--- config.mk ---
export PLATFORM = sky130hd
export DESIGN_NAME = fds_div
export DESIGN_NICKNAME = d
export VERILOG_FILES = /design/src/fds_div.sv
export SDC_FILE = /design/constraint.sdc
export NUM_CORES = 2
export LEC_CHECK = 0
export BUFFER_PORTS_ARGS = -buffer_cell sky130_fd_sc_hd__buf_2
export CAP_MARGIN = 20
export CORE_ASPECT_RATIO = 0.75
export CORE_UTILIZATION = 60
export CTS_CLUSTER_DIAMETER = 40
export DETAILED_ROUTE_END_ITERATION = 16
export PLACE_DENSITY_LB_ADDON = 0.08
export SYNTH_ARGS = -nofsm -noshare
export SYNTH_HDL_FRONTEND = slang
export SYNTH_SLANG_ARGS = --single-unit
--- constraint.sdc ---
create_clock -name clk -period 4.45 [get_ports clk]
set_input_delay 0.445 -clock clk [delete_from_list [all_inputs] [get_ports clk]]
set_output_delay 0.445 -clock clk [all_outputs]
set_load 0.1 [all_outputs]
--- src/fds_div.sv ---
`timescale 1ns / 1ps
// Pipelined restoring divider, one quotient bit per stage.
// Starts from a partial remainder below the divisor; no package dependency.
module fds_div #(
	parameter int DW     = 38,
	parameter int QW     = 17,
	parameter int SIDE_W = 1
) (
	input  logic              clk,
	input  logic              arst_n,
	input  logic              in_valid,
	input  logic [DW-1:0]     rem_init,
	input  logic [DW-1:0]     divisor,
	input  logic [QW-1:0]     feed,
	input  logic [SIDE_W-1:0] in_side,
	output logic              out_valid,
	output logic [QW-1:0]     quot,
	output logic [SIDE_W-1:0] out_side
);

	logic [QW-1:0]     v_s;
	logic [DW-1:0]     rem_s  [QW];
	logic [DW-1:0]     den_s  [QW];
	logic [QW-1:0]     feed_s [QW];
	logic [QW-1:0]     q_s    [QW];
	logic [SIDE_W-1:0] side_s [QW];

	logic [DW-1:0]     rem_i  [QW];
	logic [DW-1:0]     den_i  [QW];
	logic [QW-1:0]     feed_i [QW];
	logic [QW-1:0]     q_i    [QW];
	logic [SIDE_W-1:0] side_i [QW];
	logic [DW:0]       sh     [QW];
	logic [DW:0]       diff   [QW];
	logic [QW-1:0]     ge;

	always_comb begin
		rem_i[0]  = rem_init;
		den_i[0]  = divisor;
		feed_i[0] = feed;
		q_i[0]    = '0;
		side_i[0] = in_side;
		for (int i = 1; i < QW; i++) begin
			rem_i[i]  = rem_s[i-1];
			den_i[i]  = den_s[i-1];
			feed_i[i] = feed_s[i-1];
			q_i[i]    = q_s[i-1];
			side_i[i] = side_s[i-1];
		end
		for (int i = 0; i < QW; i++) begin
			sh[i]   = {rem_i[i], feed_i[i][QW-1]};
			ge[i]   = sh[i] >= {1'b0, den_i[i]};
			diff[i] = sh[i] - {1'b0, den_i[i]};
		end
	end

	always_ff @(posedge clk or negedge arst_n) begin
		if (!arst_n)
			v_s <= '0;
		else
			v_s <= {v_s[QW-2:0], in_valid};
	end

	always_ff @(posedge clk) begin
		for (int i = 0; i < QW; i++) begin
			rem_s[i]  <= ge[i] ? diff[i][DW-1:0] : sh[i][DW-1:0];
			den_s[i]  <= den_i[i];
			feed_s[i] <= feed_i[i] << 1;
			q_s[i]    <= {q_i[i][QW-2:0], ge[i]};
			side_s[i] <= side_i[i];
		end
	end

	assign out_valid = v_s[QW-1];
	assign quot      = q_s[QW-1];
	assign out_side  = side_s[QW-1];

endmodule
Yosys cells after proc, flatten, opt, wreduce, memory -nomap -nowiden

Memories as Yosys holds them, arrays and structs flattened.
Index checks and enable logic that the tools add are counted.

Register bits after elaboration: 17
Bits in writable memories: 1870
Word-level logic and storage cells: 57
Memories: 5

Memory list:

| name   | words | bits a word | rd ports | clocked after memory_dff | write ports | line | source |
|---|---|---|---|---|---|---|---|
| den_s  | 17    | 38          | 16       | 0                        | 17          | 23   | `logic [DW-1:0] den_s [QW];` |
| rem_s  | 17    | 38          | 16       | 0                        | 17          | 22   | `logic [DW-1:0] rem_s [QW];` |
| q_s    | 17    | 17          | 17       | 0                        | 17          | 25   | `logic [QW-1:0] q_s [QW];` |
| feed_s | 17    | 16          | 16       | 0                        | 17          | 24   | `logic [QW-1:0] feed_s [QW];` |
| side_s | 17    | 1           | 17       | 0                        | 17          | 26   | `logic [SIDE_W-1:0] side_s [QW];` |

Add/subtract/negate cells: 17
Order comparisons: 17
Muxes and demuxes: 17

Operators by type and width:

| kind             | number |
|---|---|
| $ge A39 B38 Y1   | 17 |
| $mux W38         | 17 |
| $sub A38 B38 Y38 | 17 |

Depth between registers and ports, before layout

An unclocked memory read counts as a cell.

Depth after elaboration: 3
Depth in mapped cells: 16

Worst setup path after synthesis

No wires, ideal clock.

Path type: input to register
Start point: in feed[16]
End point: mem rem_s[0][36]
Library setup time: 0.122 ns
Arrival time: 3.147 ns
Required time: 4.328 ns
Path slack: 1.181 ns
Stages on the path: 14
Path buffers: 0
Cell sequence: inv_1 -> ha_1 -> inv_1 -> fa_1 -> a21oi_1 -> o21ai_0 -> a21oi_1 -> o21ai_1 -> a2111oi_1 -> o2111ai_1 -> nand3_1 -> nor4b_2 -> nor4_1 -> o32a_1

RTL lines:

| what        | line | source |
|---|---|---|
| from (decl) | 14   | `input logic [QW-1:0] feed,` |
| to (decl)   | 22   |  |

==> insert_results.sql <==
INSERT INTO impl_metrics (metric_group, metric, value, unit) VALUES
('logic_synthesis', 'post-synth-top-area-fraction', '41.7', '%'),
('die', 'number_of_rows_created_at_floorplan', '110', ''),
('place', 'preCtsSetupSlack', '0.236', 'ns'),
('timing', 'final.min_clock_period', '4.43', 'ns'),
('clock_tree', 'clk-insertion-delay-late', '0.81', 'ns'),
('setup_path', 'worst_r2r_endpoint', 'rem_s[0][320]', ''),
('die', 'die_w', '405', 'um'),
('flow_run', 'maxCapViolCount', '0', ''),
('timing', 'worst_slew_pin_slew', '1.28', 'ns'),
('logic_synthesis', 'yosysWarnings', '0', ''),
('global_route', 'grt_usage', '34.9', '%'),
('power', 'power.share.combinational', '52.2', '%'),
('setup_path', 'largest_stage_delay_on_the_critical_path', '0.62', 'ns'),
('global_route', 'first_pass_grt_wire_length', '330', 'mm'),
('clock_tree', 'cts_buffer_depth', '3', ''),
('power', 'p_switching', '31.7', 'mW'),
('setup_path', 'cell_count_along_the_critical_path', '13', ''),
('setup_path', 'required_worst_endpoint', '5.07', 'ns'),
('timing', 'setup_violations', '0', ''),
('place', 'post-place-cells', '9786', ''),
('final_layout', 'syn_to_final_growth', '13.8', '%'),
('logic_synthesis', 'postSynthNetCount', '8861', ''),
('setup_path', 'critPathSlowestCell', 'o21ai_0', ''),
('status', 'status', 'completed', ''),
('power', 'switching_share', '43.0', '%'),
('die', 'die_area', '123000', 'um^2'),
('die', 'initial_utilization', '60.7', '%'),
('routing', 'via_count', '60600', ''),
('power', 'peakVddDrop', '0.653', 'mV'),
('timing', 'finalCritPeriodShare', '99.6', '%'),
('setup_path', 'worst_setup_path_startpoint', 'den_s[0][282]', ''),
('setup_path', 'path_max_fanout', '24', ''),
('place', 'buffer_ports.inserted', '115', ''),
('power', 'p_leak', '39.0', 'nW'),
('die', 'dieHeight', '304', 'um'),
('clock_tree', 'htree_num_levels', '4', ''),
('timing', 'slew_headroom', '13.7', '%'),
('setup_path', 'critPathTopFamily', 'compound AO/OA/AOI/OAI gates', ''),
('logic_synthesis', 'synth_top_cells_by_count', '1,522 x dfxtp_1, 815 x inv_1, 769 x a21oi_1', ''),
('routing', 'routed_via_density', '5.95', ''),
('final_layout', 'diodes', '0', ''),
('setup_path', 'cp.buffers_inverters', '3', ''),
('clock_tree', 'clock_buffer_count_from_cts', '168', ''),
('setup_path', 'reg2reg_slack', '0.02', 'ns'),
('global_route', 'grt_pass1_vias', '55100', ''),
('logic_synthesis', 'synth-async-reset-ratio', '1.10', '%'),
('logic_synthesis', 'netlist_area', '73200', 'um^2'),
('final_layout', 'share_of_final_layout_standard_cells_stronger_than_drive_strength_1', '9.27', '%'),
('routing', 'drt_first_iter_violations', '7264', ''),
('hold_path', 'worstHoldPathType', 'in2async', ''),
('logic_synthesis', 'synthesis.area_per_instance', '9.03', 'um^2'),
('logic_synthesis', 'postSynth.topFlopCell', 'dfxtp_1', ''),
('routing', 'drc_errors', '0', ''),
('final_layout', 'post-route-cell-area', '83200', 'um^2'),
('global_route', 'sum_of_overflow_across_all_layers_after_global_routing', '0', ''),
('clock_tree', 'cts_tree', 'done', ''),
('timing', 'slew_violations', '0', ''),
('global_route', 'largest_net_degree_at_the_start_of_global_routing', '52', ''),
('logic_synthesis', 'synth.distinct_cells', '101', ''),
('setup_path', 'crit-reg2reg-launch', 'den_s[0][282]', ''),
('routing', 'drt-pass1-iter-count', '8', ''),
('final_layout', 'finish.net_count', '9186', ''),
('timing', 'clock_skew', '0.0325', 'ns'),
('setup_path', 'timing.critical_path.from_type', 'flop', ''),
('logic_synthesis', 'synth.yosys.seq_area_share', '42.2', '%'),
('die', 'ioPinCount', '116', ''),
('timing', 'finalHoldViolations', '0', ''),
('timing', 'fmax', '0.226', 'GHz'),
('logic_synthesis', 'netlist_instances', '8102', ''),
('routing', 'antenna_left', '0', ''),
('logic_synthesis', 'synth-edff-count', '0', '');
-- placed cells by master, fill, tap and decap left out, types with 25 or more instances in the layout --
cell type      netlist  layout
dlygate4sd3_1        0      95
mux2_2             119     119
buf_4               10     166
nor3_1              87      87
mux2_1              37      37
and2_1              39      39
or3_1               33      33
a21o_1             371     371
inv_6                0      25
nand2b_1            75      75
inv_1              815     815
xor2_1             225     225
a21oi_1            769     769
xnor2_1            298     298
a31oi_1             75      73
dfxtp_1           1522    1522
o31ai_1             39      37
o21ai_1             24      25
o21a_1              79      79
clkbuf_16            0     171
a211oi_1            63      63
nand4_1            112     112
nand2_1            551     551
ha_1               646     646
o211ai_1            46      46
nand3_1            128     128
nor2_1             541     540
and3_1              76      76
o21ai_0            484     483
o21bai_1            96      96
buf_2               48     115
nor2b_1             85      84
-- what timing repair did --
action / CTS / global route
buffers inserted: 0 / 0
hold buffers: 95 / 0
hold endpoints to repair: 111 / 0
endpoints found under the setup margin: 0 / 5
resized for setup: 0 / 3
-- metrics by stage --
step	power, mW	util [%]	hold WS (ns)
floorplan	46.3	-	0.149
global placement	56.5	63.4	0.310
detailed placement	57.1	63.4	0.312
CTS	72.2	69.1	0.0303
global route	77.8	69.1	0.101
finish	73.6	69.1	0.0898
-- worst register-to-register path: cells and delay by family, from the launching register on --
family	cells	cell delay [ns]
compound gates	7	1.98
fa+ha+maj	1	0.45
buf+inv	3	0.48
simple gates	2	0.77
flops	1	0.56
-- logic make-up (layout without fill, tap and decap cells) --
family / Yosys count / in the layout / share of synthesized area, %
DFF: 1539 / 1539 / 42.2
xor gates and xnor gates: 523 / 523 / 6.26
buffers and inverters: 1055 / 1517 / 5.61
muxes: 166 / 166 / 2.54
adders and majority gates: 662 / 662 / 11.5
AOI/OAI and AO/OA: 2316 / 2316 / 20.0
and+or+nand+nor: 1841 / 1841 / 11.9
-- power groups by stage --
| stage | registers, mW | logic (mW) | clock network, mW |
|---|---|---|---|
| finish | 20.5 | 38.4 | 14.7 |
| global placement | 20.6 | 35.8 | 0 |
| floorplan | 20.1 | 26.2 | 0 |
| detailed placement | 20.7 | 36.4 | 0 |
| CTS | 20.4 | 37.0 | 14.8 |
| global route | 20.9 | 41.6 | 15.4 |
-- routing by layer --
| metal | GRT usage [%] | wire, um |
|---|---|---|
| met1 | 58.7 | 113000 |
| met2 | 38.1 | 70600 |
| met3 | 15.3 | 33400 |
| met4 | 6.43 | 2540 |
| met5 | 0.585 | 113 |
-- cell type report --
| class | count | area [um^2] |
|---|---|---|
| multi-input cells | 5508 | 38300 |
| fillers | 9432 | 37200 |
| flip-flops and latches | 1539 | 30900 |
| clock buffers | 211 | 4650 |
| inverters | 819 | 3080 |
| repair buffers | 391 | 3070 |
| well taps | 1624 | 2030 |
| clock inverters | 96 | 1230 |
-- worst min path at each step --
stage	from	end	slack (ns)	depth (start not counted)
6_report	arst_n	v_s[10]	0.09	2
3_3_place_gp	q_s[0][17]	q_s[0][35]	0.31	0
3_5_place_dp	side_s[0][15]	side_s[0][16]	0.31	0
4_1_cts	arst_n	v_s[14]	0.03	2
5_1_grt	arst_n	v_s[14]	0.10	2
2_1_floorplan	arst_n	v_s[0]	0.15	0
-- state kept, by name, indices dropped and copies added, names as in the netlist --
signal and count:
den_s 608, rem_s 608, q_s 153, feed_s 136, side_s 17, v_s 17
(Power assumes the default switching activity.)
