==> src/fds_pkg.sv <==
`timescale 1ns / 1ps
// Shared types, widths and constants for the dielectric scatter sampler.
// Used by fds_sqrt and fresnel_dielectric_scatter.
package fds_pkg;

	localparam int DIR_W     = 18;
	localparam int RAND_W    = 16;
	localparam int MASK_W    = 3;
	localparam int CFG_W     = 19;
	localparam int CFG_IDX_W = 2;
	localparam int PDF_W     = 17;
	localparam int WEIGHT_W  = 24;
	localparam int KIND_W    = 2;

	// square root: 33-bit radicand, 17-bit root
	localparam int RAD_W  = 33;
	localparam int ROOT_W = 17;

	// Fresnel ratio divide: 38-bit operands, 17 quotient bits
	localparam int RATIO_DW = 38;
	localparam int RATIO_QW = 17;

	// weight divide: 17-bit divisor, 24 quotient bits
	localparam int WDIV_DW = 17;
	localparam int WDIV_QW = 24;

	localparam logic [CFG_W-1:0] ETA_ENTER_RST = 19'd65536;
	localparam logic [CFG_W-1:0] ETA_LEAVE_RST = 19'd65536;
	localparam logic [CFG_W-1:0] INDEX_INC_RST = 19'd65536;
	localparam logic [CFG_W-1:0] INDEX_TRN_RST = 19'd98304;

	localparam logic [16:0] Q_ONE     = 17'd65536;
	localparam logic [16:0] Q_QUARTER = 17'd16384;
	localparam logic [WEIGHT_W-1:0] WEIGHT_MAX = 24'hFFFFFF;

	typedef enum logic [CFG_IDX_W-1:0] {
		CFG_ETA_ENTER = 2'd0,
		CFG_ETA_LEAVE = 2'd1,
		CFG_INDEX_INC = 2'd2,
		CFG_INDEX_TRN = 2'd3
	} cfg_reg_t;

	typedef enum logic [KIND_W-1:0] {
		KIND_NONE  = 2'd0,
		KIND_REFL  = 2'd1,
		KIND_TRANS = 2'd2
	} path_kind_t;

	// carried alongside the square root
	typedef struct packed {
		logic                    refl_ok;
		logic                    trans_ok;
		logic                    entering;
		logic [RAND_W-1:0]       w;
		logic signed [DIR_W-1:0] rx;
		logic signed [DIR_W-1:0] ry;
		logic signed [DIR_W-1:0] rz;
		logic signed [DIR_W-1:0] tx;
		logic signed [DIR_W-1:0] ty;
		logic [DIR_W-1:0]        ci;
	} fds_front_t;

	// carried alongside the ratio divide
	typedef struct packed {
		fds_front_t        f;
		logic [ROOT_W-1:0] cost;
		logic              dz;
	} fds_mid_t;

	// carried alongside the weight divide
	typedef struct packed {
		logic signed [DIR_W-1:0] nx;
		logic signed [DIR_W-1:0] ny;
		logic signed [DIR_W-1:0] nz;
		logic [PDF_W-1:0]        pdf;
		path_kind_t              kind;
		logic                    zero_num;
		logic                    ovf;
	} fds_tail_t;

	function automatic logic signed [DIR_W-1:0] clamp_unit(input logic signed [DIR_W:0] v);
		logic signed [DIR_W-1:0] r;
		if (v > 19'sd65536)
			r = 18'sd65536;
		else if (v < -19'sd65536)
			r = -18'sd65536;
		else
			r = v[DIR_W-1:0];
		return r;
	endfunction

endpackage

==> src/fds_sqrt.sv <==
`timescale 1ns / 1ps
// Pipelined integer square root, one root bit per stage (restoring form).
// Depends on fds_pkg for the radicand and root widths.
module fds_sqrt #(
	parameter int SIDE_W = 1
) (
	input  logic                       clk,
	input  logic                       arst_n,
	input  logic                       in_valid,
	input  logic [fds_pkg::RAD_W-1:0]  radicand,
	input  logic [SIDE_W-1:0]          in_side,
	output logic                       out_valid,
	output logic [fds_pkg::ROOT_W-1:0] root,
	output logic [SIDE_W-1:0]          out_side
);
	import fds_pkg::*;

	localparam int PAD_W = 2 * ROOT_W;
	localparam int REM_W = ROOT_W + 2;

	logic [ROOT_W-1:0] v_s;
	logic [PAD_W-1:0]  rad_s  [ROOT_W];
	logic [REM_W-1:0]  rem_s  [ROOT_W];
	logic [ROOT_W-1:0] root_s [ROOT_W];
	logic [SIDE_W-1:0] side_s [ROOT_W];

	logic [PAD_W-1:0]  rad_i  [ROOT_W];
	logic [REM_W-1:0]  rem_i  [ROOT_W];
	logic [ROOT_W-1:0] root_i [ROOT_W];
	logic [SIDE_W-1:0] side_i [ROOT_W];
	logic [REM_W+1:0]  sh     [ROOT_W];
	logic [REM_W+1:0]  trial  [ROOT_W];
	logic [REM_W+1:0]  diff   [ROOT_W];
	logic [ROOT_W-1:0] fit;

	always_comb begin
		rad_i[0]  = PAD_W'(radicand);
		rem_i[0]  = '0;
		root_i[0] = '0;
		side_i[0] = in_side;
		for (int i = 1; i < ROOT_W; i++) begin
			rad_i[i]  = rad_s[i-1];
			rem_i[i]  = rem_s[i-1];
			root_i[i] = root_s[i-1];
			side_i[i] = side_s[i-1];
		end
		for (int i = 0; i < ROOT_W; i++) begin
			sh[i]    = {rem_i[i], rad_i[i][PAD_W-1 -: 2]};
			trial[i] = (REM_W+2)'({root_i[i], 2'b01});
			fit[i]   = sh[i] >= trial[i];
			diff[i]  = sh[i] - trial[i];
		end
	end

	always_ff @(posedge clk or negedge arst_n) begin
		if (!arst_n)
			v_s <= '0;
		else
			v_s <= {v_s[ROOT_W-2:0], in_valid};
	end

	always_ff @(posedge clk) begin
		for (int i = 0; i < ROOT_W; i++) begin
			rad_s[i]  <= rad_i[i] << 2;
			rem_s[i]  <= fit[i] ? diff[i][REM_W-1:0] : sh[i][REM_W-1:0];
			root_s[i] <= {root_i[i][ROOT_W-2:0], fit[i]};
			side_s[i] <= side_i[i];
		end
	end

	assign out_valid = v_s[ROOT_W-1];
	assign root      = root_s[ROOT_W-1];
	assign out_side  = side_s[ROOT_W-1];

endmodule

==> config.mk <==
export PLATFORM = sky130hd
export DESIGN_NAME = fds_sqrt
export DESIGN_NICKNAME = d
export VERILOG_FILES = /design/src/fds_pkg.sv /design/src/fds_sqrt.sv
export SDC_FILE = /design/constraint.sdc
export NUM_CORES = 1
export LEC_CHECK = 0
export BUFFER_PORTS_ARGS = -buffer_cell sky130_fd_sc_hd__buf_2
export CAP_MARGIN = 40
export CORE_MARGIN = 4
export CORE_UTILIZATION = 45
export DETAILED_ROUTE_END_ITERATION = 16
export GPL_TIMING_DRIVEN = 1
export PLACE_DENSITY = 0.71
export SYNTH_ARGS = -nofsm -noshare
export SYNTH_HDL_FRONTEND = slang
export SYNTH_SLANG_ARGS = --single-unit
export TNS_END_PERCENT = 1
==> constraint.sdc <==
create_clock -name clk -period 7.77 [get_ports clk]
set_input_delay 1.554 -clock clk [delete_from_list [all_inputs] [get_ports clk]]
set_output_delay 1.554 -clock clk [all_outputs]
set_load 0.02 [all_outputs]
* Word-level counts from Yosys, hierarchy flattened
Memory sizes are Yosys's and may differ from the RTL's.
Index checks and enable logic that the tools add are counted.
** Word-level totals
- Register bits after elaboration :: 17
- Bits in writable memories :: 1173
- Logic and storage cells :: 56
- Memories :: 4
** Memories
- rad_s :: depth 17, bits a word 32, read ports 16, clocked after memory_dff 0, write ports 17, RTL line fds_sqrt.sv:22 : logic [PAD_W-1:0] rad_s [ROOT_W];
- rem_s :: depth 17, bits a word 19, read ports 16, clocked after memory_dff 0, write ports 17, RTL line fds_sqrt.sv:23 : logic [REM_W-1:0] rem_s [ROOT_W];
- root_s :: depth 17, bits a word 17, read ports 17, clocked after memory_dff 0, write ports 17, RTL line fds_sqrt.sv:24 : logic [ROOT_W-1:0] root_s [ROOT_W];
- side_s :: depth 17, bits a word 1, read ports 17, clocked after memory_dff 0, write ports 17, RTL line fds_sqrt.sv:25 : logic [SIDE_W-1:0] side_s [ROOT_W];
** Operators by class
- $add $sub $neg :: 17
- Magnitude comparators :: 17
- Multiplexer cells :: 17
** Operator list (count)
- greater-or-equal comparator 21 x 19 -> 1 bit :: 16
- two-way mux 19 bit :: 17
- subtractor 19 bit :: 16
- subtractor 1 x 1 -> 2 bit (second input constant) :: 1
- greater-or-equal comparator 1 bit (second input constant) :: 1

* Logic depth before layout (Yosys ltp)
An unclocked memory read counts as a cell.
- Word-level depth :: 3
- Depth in mapped cells :: 12
- Depth with buffers taken out :: 10

* Worst setup path before layout
Ideal clock, no wire load.
- Kind :: reg2reg
- Start :: mem root_s[11][4] (netlist: root_s[0][191])
- End :: mem rem_s[0][232] (netlist bit)
- Arrival :: 2.432 ns
- Required time :: 7.640 ns
- Setup slack :: 5.208 ns
- Stages on the path, launching flop included :: 10
- Buffers on the path :: 1
- Clock period less this slack :: 2.562 ns
- Cell sequence :: dfxtp_1 inv_1 ha_1 a21o_1 a21o_1 a221o_1 a221o_1 a21oi_1 clkbuf_1 o21ai_0
** RTL lines (RTL line)
- start, declared :: fds_sqrt.sv:24
- end, declared :: fds_sqrt.sv:23

==> results.ini <==
[synth]
synthMuxAreaShare_pct=1.55
syn_area_um2=26100
yosysTopAreaCellShare_pct=55.2
async_flop_share_pct=2.31
seq_area_frac_synth_pct=56.8
synth_area_in_compound_gates_pct=10.9
synth_area_leaders=sky130_fd_sc_hd__dfxtp_1 (55%), sky130_fd_sc_hd__ha_1 (8.1%), sky130_fd_sc_hd__xnor2_1 (3.5%), sky130_fd_sc_hd__a21oi_1 (3.2%), sky130_fd_sc_hd__xor2_1 (3.2%)
synth-simple-area-share_pct=12.3
netlist.top_cell.by_area=sky130_fd_sc_hd__dfxtp_1
largest_family_of_logic_cells_by_synthesized_area=simple AND/OR/NAND/NOR gates
mappedNetlistNets=2696
ys.warnings.count=0
cell_count_after_synthesis=2489
synth_edf_count=0
synth_flop_cell=sky130_fd_sc_hd__dfxtp_1
synth.avg_cell_area_um2=10.5
xor_xnor_cell_area_share_of_the_yosys_netlist_pct=6.70
synth_cell_type_count=76
synth_adder_area_share_pct=8.14
postSynthRegisterBits=737

[clock_network]
path_clk_slew_ns=0.06
clock_tree.root_cell=sky130_fd_sc_hd__clkbuf_16
cts_hold_repair.buffers=0
post_cts_buffers=0
number_of_clock_buffers_inserted_by_tritoncts=73
cts.repair.resized=0
clock_insertion_delay_worst_skew_ns=0.62
tritoncts=built
clkSinkCount=737
clock_tree.htree_level_count=3
cts_max_path_buffers=3

[die]
die_area_um2=62000
die_x_um=249
ios=56
initial_core_util_pct=45.4
std_cell_rows=88
core-area_um2=57600
chipHeight_um=249

[worst_setup_path]
worst-endpoint-required_ns=8.27
cp.depth=9
setup.worst_path.class=register to register
r2r_end=rem_s[0][289]
reg_to_reg_slack_setup_ns=4.24
reg2reg_depth=9
cp_cell_sequence=inv_1 -> ha_1 -> or3_1 -> o22ai_1 -> a21oi_1 -> a211o_1 -> a21oi_1 -> inv_2 -> mux2_2
timing.critical_path.slowest_stage_cell=sky130_fd_sc_hd__a21oi_1
timing.critical_path.buf_inv=2
critical_path.endpoint_type=register
worst_setup_path_endpoint=rem_s[0][289]
critical_path.top_delay_family=compound AO/OA/AOI/OAI gates
worstPathArrival_ns=4.02
startpoint_type=register
critical_path.max_stage_delay_ns=0.72
crit_path_start=root_s[0][240]
timing.critical_path.mode_cell=sky130_fd_sc_hd__a21oi_1
worst_r2r_startpoint=root_s[0][240]
critical_path_peak_fanout=18

[timing]
max_clock_freq_mhz=284
skew_ns=0.0408
timing.final.ws_setup_ns=4.24
fin_crit_sh_pct=45.4
timing_worst_slew_pin_value_ns=0.959
report.final.slew_viol_count=0
slew-limit-headroom_pct=35.2
finalHoldViolCount=0
final.setup.tns_ns=0
report.final.setup_viol=0
finalWorstPathRequiredPeriod_ns=3.53
rsz0062_at_grt=no

[cells_and_area]
fillers=5036
commonest_non_fill_non_tap_cell_in_the_layout=sky130_fd_sc_hd__dfxtp_1
layout.nets=2795
final-instance-count-excl-fill=3409
areaGrowthSynthToFinish_pct=13.9
antennaDiodeCount=0
postLayoutCellArea_um2=29800
final_layout_size_suffix_gt1_share_pct=8.47
final_cell_mix=sky130_fd_sc_hd__dfxtp_1 (720), sky130_fd_sc_hd__inv_1 (205), sky130_fd_sc_hd__nor2_1 (190)
final_core_utilization_pct=51.7

[power]
power_density_nw_per_um2=333
power_leakage_nw=13.9
max-vdd-ir-drop_uv=200

[global_routing]
global_route.usage.total_pct=15.2
groute.layer.met2.usage_pct=25.6
grt_use_met1_pct=19.7
antenna_violations_before_repair=0
grt_max_degree=30
grt_pass1_wl_mm=80.3
first_global_vias=17013
met3_usage_pct=2.56
most_used_routing_layer_in_global_routing=met2
grt-ovfl-total=0

[routing]
dr.pass1.iters=5
post_drt_wl_per_cell_um=14.0
avg_vias_per_cell=5.04
drt.antenna.violating_nets=0
wl_mm=47.7
via_count=17181
post-route-drc-count=0
first_iter_violations=1063

[placed_design]
placement.io_buffers=55
routabilityCongestion=0.905
dp.cells=3277
placement.setup.worst_slack_ns=4.32
hpwl_mm=35.3
placed_area_um2=27300

[flow_run]
max_cap_viol_count=0

[min_path]
hold_path.class=register to register

[run_status]
outcome=finished clean

[per-stage QoR]
| step | power [W] | hold slack [ns] |
|---|---|---|
| after CTS | 0.0100 | 0.324 |
| after global placement | 0.00639 | 0.309 |
| after detailed placement | 0.00645 | 0.312 |
| after global routing | 0.0105 | 0.322 |
| final | 0.00991 | 0.317 |
| after floorplan | 0.00601 | 0.310 |
[Yosys cell counts (4+ instances only)]
cell / n
sky130_fd_sc_hd__a211o_1: 4
sky130_fd_sc_hd__a211oi_1: 22
sky130_fd_sc_hd__a21boi_0: 7
sky130_fd_sc_hd__a21o_1: 41
sky130_fd_sc_hd__a21oi_1: 167
sky130_fd_sc_hd__a221o_1: 4
sky130_fd_sc_hd__a31oi_1: 7
sky130_fd_sc_hd__a41oi_1: 4
sky130_fd_sc_hd__and2_1: 8
sky130_fd_sc_hd__and3_1: 7
sky130_fd_sc_hd__and4_1: 5
sky130_fd_sc_hd__buf_1: 6
sky130_fd_sc_hd__clkbuf_1: 27
sky130_fd_sc_hd__dfrtp_1: 17
sky130_fd_sc_hd__dfxtp_1: 720
sky130_fd_sc_hd__ha_1: 170
sky130_fd_sc_hd__inv_1: 205
sky130_fd_sc_hd__mux2_2: 28
sky130_fd_sc_hd__mux2i_1: 6
sky130_fd_sc_hd__nand2_1: 128
sky130_fd_sc_hd__nand2b_1: 34
sky130_fd_sc_hd__nand3_1: 46
sky130_fd_sc_hd__nand3b_1: 4
sky130_fd_sc_hd__nand4_1: 22
sky130_fd_sc_hd__nand4b_1: 8
sky130_fd_sc_hd__nor2_1: 190
sky130_fd_sc_hd__nor2b_1: 26
sky130_fd_sc_hd__nor3_1: 55
sky130_fd_sc_hd__nor3b_1: 12
sky130_fd_sc_hd__nor4_1: 33
sky130_fd_sc_hd__nor4b_1: 5
sky130_fd_sc_hd__o211ai_1: 10
sky130_fd_sc_hd__o21a_1: 36
sky130_fd_sc_hd__o21ai_0: 96
sky130_fd_sc_hd__o21bai_1: 7
sky130_fd_sc_hd__o22ai_1: 4
sky130_fd_sc_hd__o31a_1: 6
sky130_fd_sc_hd__o31ai_1: 10
sky130_fd_sc_hd__or2_2: 5
sky130_fd_sc_hd__or3_1: 35
sky130_fd_sc_hd__or4_1: 11
sky130_fd_sc_hd__xnor2_1: 105
sky130_fd_sc_hd__xor2_1: 95
[cell type report]
type	instances	area, um^2	area share [%]
clock buffers	102	2120	7.11
well taps	765	957	3.21
flip-flops and latches	737	14800	49.8
clock inverters	29	393	1.32
repair buffers	60	328	1.10
multi-input cells	1510	10400	34.8
inverters	206	773	2.60
[per-layer routing]
metal	routed length, um	up-vias
li1	-	8714
met1	21700	7981
met2	22400	384
met3	2340	102
met4	1210	0
met5	0	-
[sequential cells by signal, summed over array words and instances, names as in the netlist]
| register | flops |
|---|---|
| rem_s | 278 |
| root_s | 153 |
| side_s | 17 |
| rad_s | 272 |
| v_s | 17 |
[logic make-up (layout without fill, tap and decap cells)]
family          after synthesis  after routing
xor+xnor                    200            200
flops                       737            737
mux                          36             36
fa+ha+maj                   170            170
compound gates              459            459
other cells                   1              1
buf+inv                     242            397
simple gates                644            644
[power by group]
part           total [W]  internal [W]  switching, W  leakage, nW
Clock            0.00352       0.00207       0.00145         1.22
Combinational    0.00159      0.000744      0.000848         6.45
Sequential       0.00479       0.00439      0.000404         6.23
[worst register-to-register path: cells and delay by family (launching register included)]
family	cells	cell delay (ns)
AOI/OAI and AO/OA	4	1.71
adders and majority gates	1	0.22
buffers and inverters	2	0.42
DFF	1	0.32
muxes	1	0.37
and+or+nand+nor	1	0.38
[worst min-delay path by stage]
stage                   from       endpoint  slack [ns]  depth (start not counted)
6_report       rad_s[0][244]  rad_s[0][278]        0.32                          0
5_1_grt         rad_s[0][86]  rad_s[0][120]        0.32                          0
4_1_cts        rad_s[0][249]  rad_s[0][283]        0.32                          0
3_5_place_dp    rad_s[0][88]  rad_s[0][122]        0.31                          0
3_3_place_gp    rad_s[0][89]  rad_s[0][123]        0.31                          0
2_1_floorplan   rad_s[0][68]  rad_s[0][102]        0.31                          0
No activity file was read; power rests on OpenSTA's default activity.
